==> src/hw/rtl/i2cbb_pkg.sv <==
// ----------------------------------------------------------------------------
// i2cbb_pkg
// Shared types and constants for the bit-level I2C master sequencer.
// ----------------------------------------------------------------------------
package i2cbb_pkg;

	localparam int unsigned TICK_W = 16;
	localparam int unsigned PHASE_W = 5;
	localparam int unsigned BYTE_W = 8;
	localparam logic [TICK_W-1:0] PHASE_TICKS_RST = 16'd100;

	typedef enum logic [2:0] {
		OP_IDLE  = 3'd0,
		OP_START = 3'd1,
		OP_STOP  = 3'd2,
		OP_WRITE = 3'd3,
		OP_READ  = 3'd4,
		OP_ACK   = 3'd5
	} op_t;

	typedef struct packed {
		logic              scl;
		logic              sda;
		logic              drive;
		logic              busy;
		logic [BYTE_W-1:0] rdata;
		logic              done;
		logic              rej;
	} res_t;

	function automatic logic [PHASE_W-1:0] phase_total(op_t cmd);
		logic [PHASE_W-1:0] n;
		unique case (cmd)
			OP_START: n = 5'd4;
			OP_STOP:  n = 5'd4;
			OP_WRITE: n = 5'd24;
			OP_READ:  n = 5'd16;
			OP_ACK:   n = 5'd1;
			default:  n = 5'd0;
		endcase
		return n;
	endfunction

endpackage

==> src/hw/rtl/i2cbb_core.sv <==
// ----------------------------------------------------------------------------
// i2cbb_core
// Sequencer state and next-state logic; commits one tick per step.
// ----------------------------------------------------------------------------
module i2cbb_core (
	input  logic                              clk,
	input  logic                              arst_n,
	input  logic                              step,
	input  logic [2:0]                        op,
	input  logic [i2cbb_pkg::BYTE_W-1:0]      data_byte,
	input  logic                              sda_in,
	input  logic [i2cbb_pkg::TICK_W-1:0]      phase_ticks,
	output i2cbb_pkg::res_t                   res
);

	typedef struct packed {
		i2cbb_pkg::op_t                   cmd;
		logic [i2cbb_pkg::PHASE_W-1:0]    phase;
		logic [1:0]                       sub;
		logic [i2cbb_pkg::TICK_W-1:0]     tick;
		logic [i2cbb_pkg::BYTE_W-1:0]     shift;
		logic                             scl;
		logic                             sda;
		logic                             drive;
		logic [i2cbb_pkg::BYTE_W-1:0]     rbyte;
	} seq_t;

	seq_t st_q;
	seq_t st_d;
	logic [i2cbb_pkg::TICK_W-1:0] len;
	logic is_cmd;

	// sub tracks phase mod 3 for write sequences
	function automatic seq_t enter_phase(seq_t s, logic bit_in);
		seq_t r;
		r = s;
		unique case (s.cmd)
			i2cbb_pkg::OP_START: begin
				unique case (s.phase[1:0])
					2'd0: r.sda = 1'b1;
					2'd1: r.scl = 1'b1;
					2'd2: r.sda = 1'b0;
					default: r.scl = 1'b0;
				endcase
			end
			i2cbb_pkg::OP_STOP: begin
				unique case (s.phase[1:0])
					2'd0: r.sda = 1'b0;
					2'd1: r.scl = 1'b0;
					2'd2: r.scl = 1'b1;
					default: r.sda = 1'b1;
				endcase
			end
			i2cbb_pkg::OP_WRITE: begin
				unique case (s.sub)
					2'd0: begin
						r.sda = s.shift[i2cbb_pkg::BYTE_W-1];
						r.shift = {s.shift[i2cbb_pkg::BYTE_W-2:0], 1'b0};
					end
					2'd1: r.scl = 1'b1;
					default: r.scl = 1'b0;
				endcase
			end
			i2cbb_pkg::OP_READ: begin
				if (!s.phase[0]) begin
					r.scl = 1'b1;
				end else begin
					r.shift = {s.shift[i2cbb_pkg::BYTE_W-2:0], bit_in};
					r.scl = 1'b0;
				end
			end
			i2cbb_pkg::OP_ACK: begin
				r.sda = 1'b1;
				r.scl = 1'b1;
			end
			default: r = s;
		endcase
		return r;
	endfunction

	assign len = (phase_ticks == '0) ? {{(i2cbb_pkg::TICK_W-1){1'b0}}, 1'b1} : phase_ticks;
	assign is_cmd = (op >= 3'(i2cbb_pkg::OP_START)) && (op <= 3'(i2cbb_pkg::OP_ACK));

	always_comb begin
		st_d = st_q;
		res.done = 1'b0;
		res.rej = 1'b0;
		if (st_d.cmd != i2cbb_pkg::OP_IDLE && st_d.tick >= len) begin
			st_d.tick = '0;
			st_d.phase = st_d.phase + 5'd1;
			st_d.sub = (st_d.sub == 2'd2) ? 2'd0 : st_d.sub + 2'd1;
			if (st_d.phase >= i2cbb_pkg::phase_total(st_d.cmd)) begin
				if (st_d.cmd == i2cbb_pkg::OP_READ) begin
					st_d.rbyte = st_d.shift;
					st_d.drive = 1'b1;
					res.done = 1'b1;
				end else if (st_d.cmd == i2cbb_pkg::OP_ACK) begin
					st_d.scl = 1'b0;
				end
				st_d.cmd = i2cbb_pkg::OP_IDLE;
				st_d.phase = '0;
				st_d.sub = '0;
			end else begin
				st_d = enter_phase(st_d, sda_in);
			end
		end
		if (is_cmd) begin
			if (st_d.cmd == i2cbb_pkg::OP_IDLE) begin
				st_d.cmd = i2cbb_pkg::op_t'(op);
				st_d.phase = '0;
				st_d.sub = '0;
				st_d.tick = '0;
				if (st_d.cmd == i2cbb_pkg::OP_READ) begin
					st_d.drive = 1'b0;
					st_d.shift = '0;
				end else begin
					st_d.drive = 1'b1;
					if (st_d.cmd == i2cbb_pkg::OP_WRITE) begin
						st_d.shift = data_byte;
					end
				end
				st_d = enter_phase(st_d, sda_in);
			end else begin
				res.rej = 1'b1;
			end
		end
		if (st_d.cmd != i2cbb_pkg::OP_IDLE) begin
			st_d.tick = st_d.tick + 16'd1;
		end
		res.scl = st_d.scl;
		res.sda = st_d.drive ? st_d.sda : 1'b1;
		res.drive = st_d.drive;
		res.busy = (st_d.cmd != i2cbb_pkg::OP_IDLE);
		res.rdata = st_d.rbyte;
	end

	always_ff @(posedge clk or negedge arst_n) begin
		if (!arst_n) begin
			st_q.cmd <= i2cbb_pkg::OP_IDLE;
			st_q.phase <= '0;
			st_q.sub <= '0;
			st_q.tick <= '0;
			st_q.shift <= '0;
			st_q.scl <= 1'b1;
			st_q.sda <= 1'b1;
			st_q.drive <= 1'b1;
			st_q.rbyte <= '0;
		end else if (step) begin
			st_q <= st_d;
		end
	end

`ifndef SYNTH
	a_idle_clean: assert property (@(posedge clk) disable iff (!arst_n)
		st_q.cmd == i2cbb_pkg::OP_IDLE |-> st_q.tick == '0 && st_q.phase == '0)
		else $error("idle sequencer holds stale counters");
	a_release_read: assert property (@(posedge clk) disable iff (!arst_n)
		!st_q.drive |-> st_q.cmd == i2cbb_pkg::OP_READ)
		else $error("SDA released outside a read");
	a_phase_range: assert property (@(posedge clk) disable iff (!arst_n)
		st_q.cmd != i2cbb_pkg::OP_IDLE |-> st_q.phase < i2cbb_pkg::phase_total(st_q.cmd))
		else $error("phase index past end of sequence");
`endif

endmodule

==> src/hw/rtl/i2c_bitbang_master.sv <==
// ----------------------------------------------------------------------------
// i2c_bitbang_master
// Bit-level I2C master: one tick per item, sequences SCL/SDA phases.
// ----------------------------------------------------------------------------
//  channel | handshake              | payload
//  --------+------------------------+-------------------------------------------
//  in      | in_valid / in_ready    | op, data_byte, sda_in
//  out     | out_valid / out_ready  | scl_level, sda_level, sda_drive, busy_res,
//          |                        | read_data, read_done, rejected
//  cfg     | cfg_we                 | cfg_wdata (phase_ticks)
//
//  One item per cycle unless the output stalls; path: input register, then result register.
//  The sequencer state commits when an item moves from the input to the result register.
//  Reset: SCL/SDA high and driven, sequencer idle, phase_ticks 100.
//  A stalled output holds the result register; the input register then fills and
//  in_ready drops.
// ----------------------------------------------------------------------------
module i2c_bitbang_master (
	input  logic                              clk,
	input  logic                              arst_n,
	input  logic                              cfg_we,
	input  logic [i2cbb_pkg::TICK_W-1:0]      cfg_wdata,
	input  logic                              in_valid,
	output logic                              in_ready,
	input  logic [2:0]                        op,
	input  logic [i2cbb_pkg::BYTE_W-1:0]      data_byte,
	input  logic                              sda_in,
	output logic                              out_valid,
	input  logic                              out_ready,
	output logic                              scl_level,
	output logic                              sda_level,
	output logic                              sda_drive,
	output logic                              busy_res,
	output logic [i2cbb_pkg::BYTE_W-1:0]      read_data,
	output logic                              read_done,
	output logic                              rejected
);

	logic [i2cbb_pkg::TICK_W-1:0] phase_ticks_q;
	logic                         valid_s1;
	logic [2:0]                   op_s1;
	logic [i2cbb_pkg::BYTE_W-1:0] data_s1;
	logic                         sda_s1;
	logic                         valid_s2;
	i2cbb_pkg::res_t              res;
	i2cbb_pkg::res_t              res_s2;
	logic                         advance;

	assign advance = valid_s1 && (!valid_s2 || out_ready);
	assign in_ready = !valid_s1 || advance;

	always_ff @(posedge clk or negedge arst_n) begin
		if (!arst_n) begin
			phase_ticks_q <= i2cbb_pkg::PHASE_TICKS_RST;
		end else if (cfg_we) begin
			phase_ticks_q <= cfg_wdata;
		end
	end

	always_ff @(posedge clk or negedge arst_n) begin
		if (!arst_n) begin
			valid_s1 <= 1'b0;
			valid_s2 <= 1'b0;
		end else begin
			if (in_ready) begin
				valid_s1 <= in_valid;
			end
			if (!valid_s2 || out_ready) begin
				valid_s2 <= valid_s1;
			end
		end
	end

	always_ff @(posedge clk) begin
		if (in_valid && in_ready) begin
			op_s1 <= op;
			data_s1 <= data_byte;
			sda_s1 <= sda_in;
		end
		if (advance) begin
			res_s2 <= res;
		end
	end

	i2cbb_core u_core (
		.clk         (clk),
		.arst_n      (arst_n),
		.step        (advance),
		.op          (op_s1),
		.data_byte   (data_s1),
		.sda_in      (sda_s1),
		.phase_ticks (phase_ticks_q),
		.res         (res)
	);

	assign out_valid = valid_s2;
	assign scl_level = res_s2.scl;
	assign sda_level = res_s2.sda;
	assign sda_drive = res_s2.drive;
	assign busy_res = res_s2.busy;
	assign read_data = res_s2.rdata;
	assign read_done = res_s2.done;
	assign rejected = res_s2.rej;

`ifndef SYNTH
	a_done_not_rej: assert property (@(posedge clk) disable iff (!arst_n)
		out_valid && read_done |-> !rejected)
		else $error("read completion and rejection on the same item");
	a_rej_busy: assert property (@(posedge clk) disable iff (!arst_n)
		out_valid && rejected |-> busy_res)
		else $error("command rejected while sequencer idle");
	a_s1_hold: assert property (@(posedge clk) disable iff (!arst_n)
		valid_s1 && !advance |=> valid_s1 && $stable(op_s1))
		else $error("input register lost a stalled item");
`endif

endmodule

==> config.mk <==
export PLATFORM = sky130hd
export DESIGN_NAME = i2c_bitbang_master
export DESIGN_NICKNAME = d
export VERILOG_FILES = /design/src/hw/rtl/i2cbb_pkg.sv /design/src/hw/rtl/i2cbb_core.sv /design/src/hw/rtl/i2c_bitbang_master.sv
export SDC_FILE = /design/constraint.sdc
export NUM_CORES = 1
export LEC_CHECK = 0
export BUFFER_PORTS_ARGS = -buffer_cell sky130_fd_sc_hd__buf_2
export CELL_PAD_IN_SITES_DETAIL_PLACEMENT = 0
export CELL_PAD_IN_SITES_GLOBAL_PLACEMENT = 1
export CORE_MARGIN = 5
export CORE_UTILIZATION = 30
export DETAILED_ROUTE_END_ITERATION = 6
export PLACE_DENSITY_LB_ADDON = 0.1
export RECOVER_POWER = 100
export SLEW_MARGIN = 5
export SYNTH_ARGS = -nofsm -noshare
export SYNTH_HDL_FRONTEND = slang
export SYNTH_SLANG_ARGS = --single-unit
==> constraint.sdc <==
create_clock -name clk -period 5.9 [get_ports clk]
set_input_delay 1.18 -clock clk [delete_from_list [all_inputs] [get_ports clk]]
set_output_delay 1.18 -clock clk [all_outputs]
set_load 0.01 [all_outputs]
==> impl_summary.log <==
INFO  metric overall_fraction_of_global_route_tracks_in_use = 14.0%
INFO  metric number_of_buffers_added_by_the_clock_tree_synthesis_step = 9
INFO  metric p_comb_share = 36.5%
INFO  metric ctsHtreeMaxLevel = 3
INFO  metric netlist_instances = 471
INFO  metric finalPower = 2.48 mW
INFO  metric drt-vias-per-instance = 5.02
INFO  metric die_w = 137 µm
INFO  metric numPortBuffers = 48
INFO  metric synth_fp_nets = 526
INFO  metric die_area = 18700 µm²
INFO  metric final_period_minus_worst_setup_slack = 4.92 ns
INFO  metric num-fill-cells = ~1600
INFO  metric slew_headroom = -145%
INFO  metric timing.critical_path.arrival = 5.21 ns
INFO  metric hold_path_class = flip-flop to flip-flop
INFO  metric timing.critical_path.cells = nor4_1 -> a41o_1 -> ha_1 -> nand2b_1 -> a2111oi_0 -> o311ai_0 -> a211o_1 -> nand2_1 -> and2_0 -> ha_1 -> nand3_1 -> a211oi_1 -> nor2_1 -> or4_1 -> nand3_1
INFO  metric max-clock-path-buffers = 2
INFO  metric run_status = complete, but fails checks
INFO  metric critPathCaptureType = flip-flop
INFO  metric period_share = 83.5%
INFO  metric ctsRootBufferMaster = sky130_fd_sc_hd__clkbuf_16
INFO  metric setup_slack = between 0.9 and 1 ns
INFO  metric pwr-share-clk = 23.6%
INFO  metric timing.clock.skew = 0.00868 ns
INFO  metric layout-area-overhead-vs-synth = 12.9%
INFO  metric async_flop_share = 70.8%
INFO  metric synth-seq-cells = 89
INFO  metric grt_start_max_net_pins = 64
INFO  metric core-area = 15800 µm²
INFO  metric worst-endpoint-required = between 6 and 7 ns
INFO  metric drt_first_pass_iters = 5
INFO  metric synth-edff-count = 26
INFO  metric cellInternalPower = 1.51 mW
INFO  metric setup_violating_endpoint_count_in_the_final_report = 0
INFO  metric grt_antenna_before_repair = 0
INFO  metric number_of_sinks_driven_by_the_clock_tree = 89
INFO  metric gpl.final_weighted_congestion = 0.757
INFO  metric seq_area_frac_synth = 48.9%
INFO  metric detailroute.via_count = ~3700
INFO  metric worst_setup_hold_path_clk_slew = 0.07 ns
INFO  metric fin_nets = ~570
INFO  metric path_buf_inv = 0
INFO  metric insertedDiodeCount = 0
INFO  metric dpl_wire_length = between 8000 and 9000 µm
INFO  metric drc_errors = 0
INFO  metric yosys_most_used_dff = sky130_fd_sc_hd__dfrtp_1
INFO  metric total_leakage_power = roughly 2.3 nW
INFO  metric post_cts_setup_buffers = 0
INFO  metric wire_length_of_the_first_global_routing_pass = around 20000 µm
INFO  metric synthTopCellsByCount = sky130_fd_sc_hd__nand2_1 (66), sky130_fd_sc_hd__dfrtp_1 (57), sky130_fd_sc_hd__inv_1 (34)
INFO  metric worstSkewPairLatency = 0.35 ns
INFO  metric die-height = approximately 140 µm
INFO  metric initial_core_util = roughly 31%
INFO  metric yosysTopAreaCellShare = 29.5%
INFO  metric drv.max_cap_violation_count = 2
INFO  metric io-pin-count = 49
INFO  metric timing_worst_slew_pin_value = around 3.7 ns
INFO  metric worst_path_largest_cell_delay = 0.68 ns
INFO  metric timing.final.max_slew_violations = 93
INFO  metric postRouteWirelength = ~13000 µm
INFO  metric drt_first_iter_violations = 168
INFO  metric worstPathMaxFanout = 17
INFO  metric synth.yosys.warnings = 0
INFO  metric overflow = 0
INFO  metric failing_checks = capacitance limit, slew limit
INFO  metric setup.worst_path.class = flip-flop to flip-flop
INFO  metric pre_cts_slack = 1.18 ns
INFO  metric cpMaxStageDelayCell = sky130_fd_sc_hd__a211oi_1
INFO  metric final_layout_size_suffix_gt1_share = 12.5%
INFO  metric cts_tree = done
INFO  metric synth.cell_area = 4830 µm²
INFO  metric syn_avg_cell_area = 10.3 µm²
INFO  metric synth.most_common_cell = sky130_fd_sc_hd__nand2_1
INFO  metric rsz0062_at_grt = false
INFO  metric worst_setup_path_start_kind = flip-flop
INFO  metric post_cts_hold_buffer_count = 0
INFO  metric cp_top_family = compound AO/OA/AOI/OAI gates
INFO  metric power_per_cell_area = 455 nW/µm²
INFO  metric report.final.hold_viol_count = 0
INFO  metric power.share.switching = approximately two fifths
INFO  metric cts-resized-gates = 0
INFO  metric via_count_of_the_first_global_routing_pass = 3704
INFO  metric netlist-cell-type-count = 69
INFO  metric std_cell_rows = between 40 and 50
INFO  metric fmaxAchievable = 203 MHz
INFO  metric synthTopCellsByArea = sky130_fd_sc_hd__dfrtp_1 (30%), sky130_fd_sc_hd__edfxtp_1 (16%), sky130_fd_sc_hd__ha_1 (5.7%), sky130_fd_sc_hd__nand2_1 (5.1%), sky130_fd_sc_hd__mux2_4 (5.0%)
INFO  metric tns = 0 ns
INFO  metric seq_power_share = 39.9%
INFO  metric p_sw = 0.976 mW
INFO  metric ant_nets = 0
INFO  metric vdd.ir_drop.worst = 0.000159 V
INFO  metric post_drt_wl_per_cell = 17.0 µm
INFO  metric synth.largest_area_cell = sky130_fd_sc_hd__dfrtp_1
==> cells in the final DEF, fill, tap and decap left out, types with 3 or more instances in the layout <==
cell type                   netlist  final
sky130_fd_sc_hd__nand2_1         66     66
sky130_fd_sc_hd__dfrtp_1         57     57
sky130_fd_sc_hd__inv_1           34     33
sky130_fd_sc_hd__buf_2            3     31
sky130_fd_sc_hd__nor2_1          26     26
sky130_fd_sc_hd__o21ai_0         25     26
sky130_fd_sc_hd__edfxtp_1        26     26
sky130_fd_sc_hd__ha_1            22     22
sky130_fd_sc_hd__clkbuf_1        14     22
sky130_fd_sc_hd__nand3_1         18     18
sky130_fd_sc_hd__a21oi_1         17     18
sky130_fd_sc_hd__o211ai_1        17     17
sky130_fd_sc_hd__mux2_1           0     13
sky130_fd_sc_hd__nor3_1           8      9
sky130_fd_sc_hd__clkbuf_16        0      9
sky130_fd_sc_hd__nand4_1          8      8
sky130_fd_sc_hd__a22o_1           8      8
sky130_fd_sc_hd__nand2b_1         5      6
sky130_fd_sc_hd__a211oi_1         5      6
sky130_fd_sc_hd__o22ai_1          6      6
sky130_fd_sc_hd__dfstp_2          6      6
sky130_fd_sc_hd__o311ai_0         0      5
sky130_fd_sc_hd__or4_1            4      4
sky130_fd_sc_hd__nor4_1           3      4
sky130_fd_sc_hd__a21o_1           4      4
sky130_fd_sc_hd__a22oi_1          3      3
sky130_fd_sc_hd__mux2_2           3      3
sky130_fd_sc_hd__nor2b_1          3      3
sky130_fd_sc_hd__o31ai_1          3      3
sky130_fd_sc_hd__a31oi_1          3      3
sky130_fd_sc_hd__and3_1           3      3
sky130_fd_sc_hd__mux2_4          16      3
==> worst paths after layout <==
| check | start | endpoint | slack (ns) | depth (start not counted) |
|---|---|---|---|---|
| max in group asynchronous | arst_n | phase_ticks_q[4] | 1.64 | 2 |
| worst max-delay path | phase_ticks_q[9] | u_core.st_q[29] | 0.98 | 15 |
| worst min register to register | u_core.st_q[2] | u_core.st_q[2] | 0.48 | 1 |
| worst max register to register | phase_ticks_q[9] | u_core.st_q[29] | 0.98 | 15 |
| min in group asynchronous | arst_n | u_core.st_q[44] | 2.19 | 2 |
| worst min-delay path | u_core.st_q[2] | u_core.st_q[2] | 0.48 | 1 |
==> metal layers <==
layer  vias to the layer above  routed length (µm)  part of all wire [%]  global-route usage, %
li1                       1825                   -                     -                      -
met1                      1791                6130                    49                   19.7
met5                         -                   0                     0                      0
met4                         0                 161                   1.3                   3.82
met3                        10                 511                   4.1                   2.94
met2                        76                5730                    46                   21.9
==> sequential cells by signal, indices dropped and copies added (netlist names), 3 cells and up <==
name,flops
data_s1,8
phase_ticks_q,16
u_core.st_q,45
op_s1,3
read_data,8
==> power groups by stage <==
stage	logic, mW	registers, mW	clock network, mW
global route	1.03	1.02	0.631
detailed placement	0.993	1.00	0
floorplan	0.788	0.933	0
global placement	0.983	1.00	0
CTS	0.999	0.992	0.612
finish	0.908	0.990	0.586
==> through the flow <==
step	cells	utilization (%)	hold slack (ns)	area (µm²)
after floorplan	471	-	0.445	4830
after global placement	721	33.5	0.470	5300
after detailed placement	721	33.5	0.494	5300
after CTS	737	35.4	0.514	5600
after global routing	737	34.5	0.507	5460
final	737	34.5	0.482	5460
==> layout make-up <==
class                      instances  area, µm²  share of cell area (%)
inverter                          34        128                    2.34
clock inverter                     6       67.6                    1.24
multi-input combinational        329       2160                    39.5
clock buffer                      10        229                    4.20
tap                              216        270                    4.95
sequential                        89       2360                    43.3
timing repair buffer              53        241                    4.42
==> cells by family (layout without fill, tap and decap cells) <==
| kind of cell | count (synthesis) | in the layout | synth area share, % |
|---|---|---|---|
| XOR/XNOR | 4 | 4 | 0.725 |
| adder cells (fa/ha/maj) | 22 | 22 | 5.69 |
| AND/OR/NAND/NOR | 160 | 160 | 16.3 |
| flip-flops | 89 | 89 | 48.9 |
| AO/OA/AOI/OAI | 122 | 122 | 17.9 |
| multiplexers | 21 | 21 | 6.08 |
| buffers and inverters | 53 | 103 | 4.35 |
Note: power is estimated with default switching activity, not from simulation.
